<file path="config.mk">
export PLATFORM = sky130hd
export DESIGN_NAME = irn_cfg
export DESIGN_NICKNAME = d
export VERILOG_FILES = /design/src/design/irn_pkg.sv /design/src/design/irn_cfg.sv
export SDC_FILE = /design/constraint.sdc
export NUM_CORES = 1
export LEC_CHECK = 0
export BUFFER_PORTS_ARGS = -buffer_cell sky130_fd_sc_hd__buf_2
export CORE_MARGIN = 4
export CORE_UTILIZATION = 39
export CTS_CLUSTER_DIAMETER = 60
export DETAILED_ROUTE_END_ITERATION = 10
export PLACE_DENSITY = 0.7
export SLEW_MARGIN = 20
export SYNTH_ARGS = -nofsm -noshare
export SYNTH_HDL_FRONTEND = slang
export SYNTH_SLANG_ARGS = --single-unit
</file>
<file path="constraint.sdc">
create_clock -name clk -period 2.4 [get_ports clk]
set_input_delay 0.24 -clock clk [delete_from_list [all_inputs] [get_ports clk]]
set_output_delay 0.24 -clock clk [all_outputs]
set_load 0.01 [all_outputs]
</file>
<file path="src/design/irn_pkg.sv">
package irn_pkg;

	// Source store geometry and fixed-point format.
	localparam int MAX_WIDTH  = 256;
	localparam int MAX_HEIGHT = 256;
	localparam int FRAC_BITS  = 14;

	// Field widths.
	localparam int PIX_W     = 32;
	localparam int POS_W     = 9;
	localparam int SIZE_W    = 9;
	localparam int TRIG_W    = 16;
	localparam int COORD_W   = 8;
	localparam int OUTSZ_W   = 9;
	localparam int CFG_IDX_W = 3;
	localparam int CFG_DAT_W = 16;

	// Unsaturated rotated size: up to 2 * 256 * 32768 >> 14, which needs 11 bits.
	localparam int DIM_W = 11;

	// Shared multiplier: 27-bit signed offsets times 17-bit signed trig values.
	localparam int OPA_W  = 27;
	localparam int OPB_W  = TRIG_W + 1;
	localparam int PROD_W = OPA_W + OPB_W;
	localparam int ACC_W  = PROD_W + 1;

	// Pixel store.
	localparam int RAM_DEPTH = MAX_WIDTH * MAX_HEIGHT;
	localparam int ADDR_W    = $clog2(RAM_DEPTH);

	// Configuration as seen by the datapath, with sizes already limited.
	typedef struct packed {
		logic [TRIG_W-1:0]  cos_v;
		logic [TRIG_W-1:0]  sin_v;
		logic [TRIG_W:0]    abs_c;
		logic [TRIG_W:0]    abs_s;
		logic [1:0]         quad;
		logic [SIZE_W-1:0]  w;
		logic [SIZE_W-1:0]  h;
	} cfg_t;

endpackage

</file>
<file path="src/design/irn_cfg.sv">
module irn_cfg import irn_pkg::*; (
	input  logic                 clk,
	input  logic                 arst_n,
	input  logic                 cfg_we,
	input  logic [CFG_IDX_W-1:0] cfg_index,
	input  logic [CFG_DAT_W-1:0] cfg_data,
	output cfg_t                 cfg
);

	localparam logic [CFG_IDX_W-1:0] REG_COS    = 3'd0;
	localparam logic [CFG_IDX_W-1:0] REG_SIN    = 3'd1;
	localparam logic [CFG_IDX_W-1:0] REG_QUAD   = 3'd2;
	localparam logic [CFG_IDX_W-1:0] REG_WIDTH  = 3'd3;
	localparam logic [CFG_IDX_W-1:0] REG_HEIGHT = 3'd4;

	logic [TRIG_W-1:0] cos_q;
	logic [TRIG_W-1:0] sin_q;
	logic [1:0]        quad_q;
	logic [SIZE_W-1:0] width_q;
	logic [SIZE_W-1:0] height_q;
	logic [TRIG_W:0]   cos_ext;
	logic [TRIG_W:0]   sin_ext;

	// A size of zero acts as one; a size above the store acts as its maximum.
	function automatic logic [SIZE_W-1:0] eff_size(input logic [SIZE_W-1:0] v,
			input int max_v);
		logic [SIZE_W-1:0] r;
		r = v;
		if (v == '0) begin
			r = SIZE_W'(1);
		end else if (v > SIZE_W'(max_v)) begin
			r = SIZE_W'(max_v);
		end
		return r;
	endfunction

	// Register writes.
	always_ff @(posedge clk or negedge arst_n) begin
		if (!arst_n) begin
			cos_q    <= TRIG_W'(1 << FRAC_BITS);
			sin_q    <= '0;
			quad_q   <= '0;
			width_q  <= SIZE_W'(MAX_WIDTH);
			height_q <= SIZE_W'(MAX_HEIGHT);
		end else if (cfg_we) begin
			unique case (cfg_index)
				REG_COS:    cos_q    <= cfg_data[TRIG_W-1:0];
				REG_SIN:    sin_q    <= cfg_data[TRIG_W-1:0];
				REG_QUAD:   quad_q   <= cfg_data[1:0];
				REG_WIDTH:  width_q  <= cfg_data[SIZE_W-1:0];
				REG_HEIGHT: height_q <= cfg_data[SIZE_W-1:0];
				default: ;
			endcase
		end
	end

	// Magnitudes of the trig values; the most negative code gives 32768.
	assign cos_ext = {cos_q[TRIG_W-1], cos_q};
	assign sin_ext = {sin_q[TRIG_W-1], sin_q};

	always_comb begin
		cfg.cos_v = cos_q;
		cfg.sin_v = sin_q;
		cfg.abs_c = cos_q[TRIG_W-1] ? (~cos_ext + (TRIG_W+1)'(1)) : cos_ext;
		cfg.abs_s = sin_q[TRIG_W-1] ? (~sin_ext + (TRIG_W+1)'(1)) : sin_ext;
		cfg.quad  = quad_q;
		cfg.w     = eff_size(width_q, MAX_WIDTH);
		cfg.h     = eff_size(height_q, MAX_HEIGHT);
	end

endmodule

</file>
Word-level counts from Yosys, hierarchy flattened

Index checks and enable logic that the tools add are counted.

Register bits: 52
Bits in latches: 0
Memory bits (writable): 0
ROM bits: 0
Bits of input ports: 22
Output and inout bits: 86
Logic and storage cells: 29
Memories kept: 0

$add $sub $neg: 2
$mul: 0
Div/mod/pow operators: 0
Order comparisons: 2
Eq/ne operators: 4
Shift operators: 0
Multiplexer cells: 6
Bitwise logic cells: 2
Reductions and logical operators: 8

Operators with widths:

| cell                  | number |
|---|---|
| $mux 9                | 4 |
| $add 17x1->17 const B | 2 |
| $mux 17               | 2 |
| $not 17->17           | 2 |
| $gt 9x9->1 const B    | 2 |
| $logic_not 9->1       | 2 |
| $reduce_and 2->1      | 5 |
| $eq 3x2->1 const B    | 2 |
| $eq 3x1->1 const B    | 1 |
| $eq 3x3->1 const B    | 1 |
| $logic_not 3->1       | 1 |

Logic depth before layout (Yosys ltp)

Depth in word-level cells: 3
Depth in mapped cells: 6
Depth with buffers taken out: 5

Worst setup path before layout

OpenSTA, ideal clock, no wires.

Path type: reg2out
Start point: register cos_q[5]
End point: output cfg[51] (netlist name)
Data arrival time: 1.870 ns
Setup slack: 0.290 ns
Cell stages (with the launch flop): 5
Buffers on the path: 0
Path through: dfrtp_1 -> or4_4 -> or3_4 -> o41ai_2 -> xnor2_1

RTL lines:

| item                   | line          | RTL |
|---|---|---|
| start, declared        | irn_cfg.sv:16 | `logic [TRIG_W-1:0] cos_q;` |
| start signal, assigned | irn_cfg.sv:40 | `cos_q <= TRIG_W'(1 << FRAC_BITS);` |
| start signal, assigned | irn_cfg.sv:47 | `REG_COS: cos_q <= cfg_data[TRIG_W-1:0];` |
| end, declared          | irn_cfg.sv:7  | `output cfg_t cfg` |

==> flow_summary.toml <==
[floorplan]
ios = 108
placement_rows = 30
dieWidth_um = 91.27
die_area_um2 = 8329
dieHeight_um = 91.27
core-area_um2 = 6756
start_util_pct = 40.02

[final_layout]
num-nets-final = 378
seq_area_um2 = 1305
fillCellCount = 636
layout-drive-gt1-share_pct = 54.08
syn2layout_area_growth_pct = 32.07
fin_area_um2 = 3571
antenna_cells = 0
multiInputGateArea_um2 = 1394

[sta]
clock.fmax_mhz = 409.2
setup_ws_ps = -43.86
rsz0062_at_grt = "yes"
period_needed_ps = 2444
slew_headroom_pct = 54.62
finalMaxSlewViolations = 0
fin_crit_sh_pct = 101.8
hold_viol_final = 0
setup_violations = 4
setup_tns_ps = -109.0
finClkSkew_ps = 0
worst_pin_slew_ps = 677.0

[grt]
grt_max_degree = 23
grt_pass1_vias = 2243
grt-ovfl-total = 0
antenna_found_initial = 0
track_usage_pct = 17.64
grt_pass1_wl_um = 11870

[outcome]
violations = "setup timing"
status = "finished, violations left"

[drt]
drt_pass1_iterations = 4
drt-initial-drc-count = 116
drc = 0
routed_wl_um = 7151
ant_nets = 0
wl_per_cell_um = 16.44
route.vias.total = 2264
avgViaCountPerCell = 5.205

[critical_path]
critPathKind = "flop to output port"
crit_required_ps = 2160
critPathCaptureType = "output port"
crit_fanout = 3
start_kind = "flop"
arrival_ps = 2200

[yosys]
synth.ff_latch_count = 52
synth_top_area_share_pct = 45.35
synth-async-reset-ratio_pct = 100.0
ys_types = 31
syn_area_per_cell_um2 = 11.41
synth_common_cells = "dfrtp_1, mux2_2, xnor2_1, nand2_1"
yosysSeqAreaShare_pct = 48.26
synth.area.top_cells = "dfrtp_1, mux2_2, xnor2_1"
synth-edff-count = 0
synthFlopType = "dfrtp_1"
synth.largest_area_cell = "dfrtp_1"
synth_most_common_cell = "dfrtp_1"
syn_area_um2 = 2704
ys_warn_count = 0
syn_inst = 237

[clocking]
numCtsBuffers = 5
cts.path.max_buffers = 2
cts_tree = "yes"
cts_sinks = 52
insertion_delay_ps = 310
cts_root_buffer = "clkbuf_8"
cts_max_level = 2
clk_pin_slew_ps = 90

[run]
max-cap-violations = 0

[placed_design]
port_buffers = 105
placed_area_um2 = 3344
dp_hpwl_um = 5320
gp_congestion = 0.8224

[pwr]
power_w = 0.003222
leakage_nw = 1.648
p_per_area_nw_per_um2 = 902.4
peakVddDrop_uv = 512.2

[hold_path]
holdCritPathClass = "input port to flop"
-- through the flow --
stage          setup slack (ps)  util, %  std cells  hold WS, ps
4_1_cts                  -87.66    52.24        434        172.5
3_5_place_dp              169.2    49.50        420        139.4
6_report                 -43.86    52.85        435        182.4
2_1_floorplan             290.3        -        238       -55.59
3_3_place_gp              214.8    49.50        420        135.8
5_1_grt                  -138.1    52.85        435        185.5
-- layout by cell type, fill, tap and decap left out, types with 3 or more instances in the layout --
cell,instances
dfstp_2,3
o21ai_0,14
a21oi_1,3
o31ai_1,7
buf_4,15
mux2_2,45
or4_4,4
nor2b_1,15
nor4_2,3
nor2_1,5
clkbuf_8,6
nor3_1,3
xnor2_1,25
dfrtp_1,49
buf_2,105
inv_1,7
nand2_1,18
-- registers in the layout, summed over array words and instances (netlist names) --
| name | count |
|---|---|
| sin_q | 16 |
| height_q | 9 |
| width_q | 9 |
| cos_q | 16 |
| quad_q | 2 |
-- path summary, 6_finish.rpt --
check | startpoint | to | slack (ps) | cells after the start
max in group asynchronous | arst_n | cos_q[14] | 1410 | 3
setup reg to reg | cos_q[15] | cos_q[15] | 1240 | 2
hold reg to reg | width_q[0] | width_q[0] | 530 | 1
min in group asynchronous | arst_n | width_q[1] | 330 | 2
setup / recovery | cos_q[7] | cfg[49] | -40 | 5
hold / removal | cfg_data[15] | sin_q[15] | 180 | 3
-- what timing repair did --
action	4_1_cts	5_1_grt
pin swaps	2	7
hold buffers	1	0
setup endpoints to repair	7	9
setup buffers	5	1
endpoints found under the hold margin	10	0
gates resized for setup	7	6
-- metal layers --
metal  vias to the layer above  share of wire [%]  GRT usage [%]
met5                         -                  0              0
met4                         0                1.1          4.271
met3                         7                6.2          4.143
met2                        80                 46          27.10
met1                      1117                 47          25.19
li1                       1060                  -              -
-- final cells by class --
cell class                 count  share of cell area [%]
multi-input combinational    167                   39.03
sequential                    52                   36.55
timing repair buffer         121                   18.15
tap                           80                   2.803
clock buffer                   6                   2.313
inverter                       7                  0.7358
clock inverter                 2                  0.4205
-- logic make-up (layout without fill, tap and decap cells) --
| kind of cell | count (synthesis) | after routing | share of synthesized area (%) |
|---|---|---|---|
| and+or+nand+nor | 61 | 61 | 12.54 |
| muxes | 45 | 45 | 18.74 |
| DFF | 52 | 52 | 48.27 |
| adders and majority gates | 2 | 2 | 0.9253 |
| xor gates and xnor gates | 26 | 26 | 8.422 |
| other | 1 | 2 | 0.1387 |
| buffers and inverters | 19 | 136 | 3.239 |
| AOI/OAI and AO/OA | 31 | 31 | 7.728 |
-- critical path, stage by stage (launching register included) --
cell and delay, ps:
dfrtp_1 390, or4_4 550, or3_4 440, o41ai_4 230, xnor2_1 150, buf_2 150
-- power by group --
group	internal, W	total, W	switching [W]
Sequential	0.00108	0.00132	0.000247
Clock	0.000234	0.000533	0.000299
Combinational	0.000691	0.00137	0.000676
No activity file was read; power rests on OpenSTA's default activity.
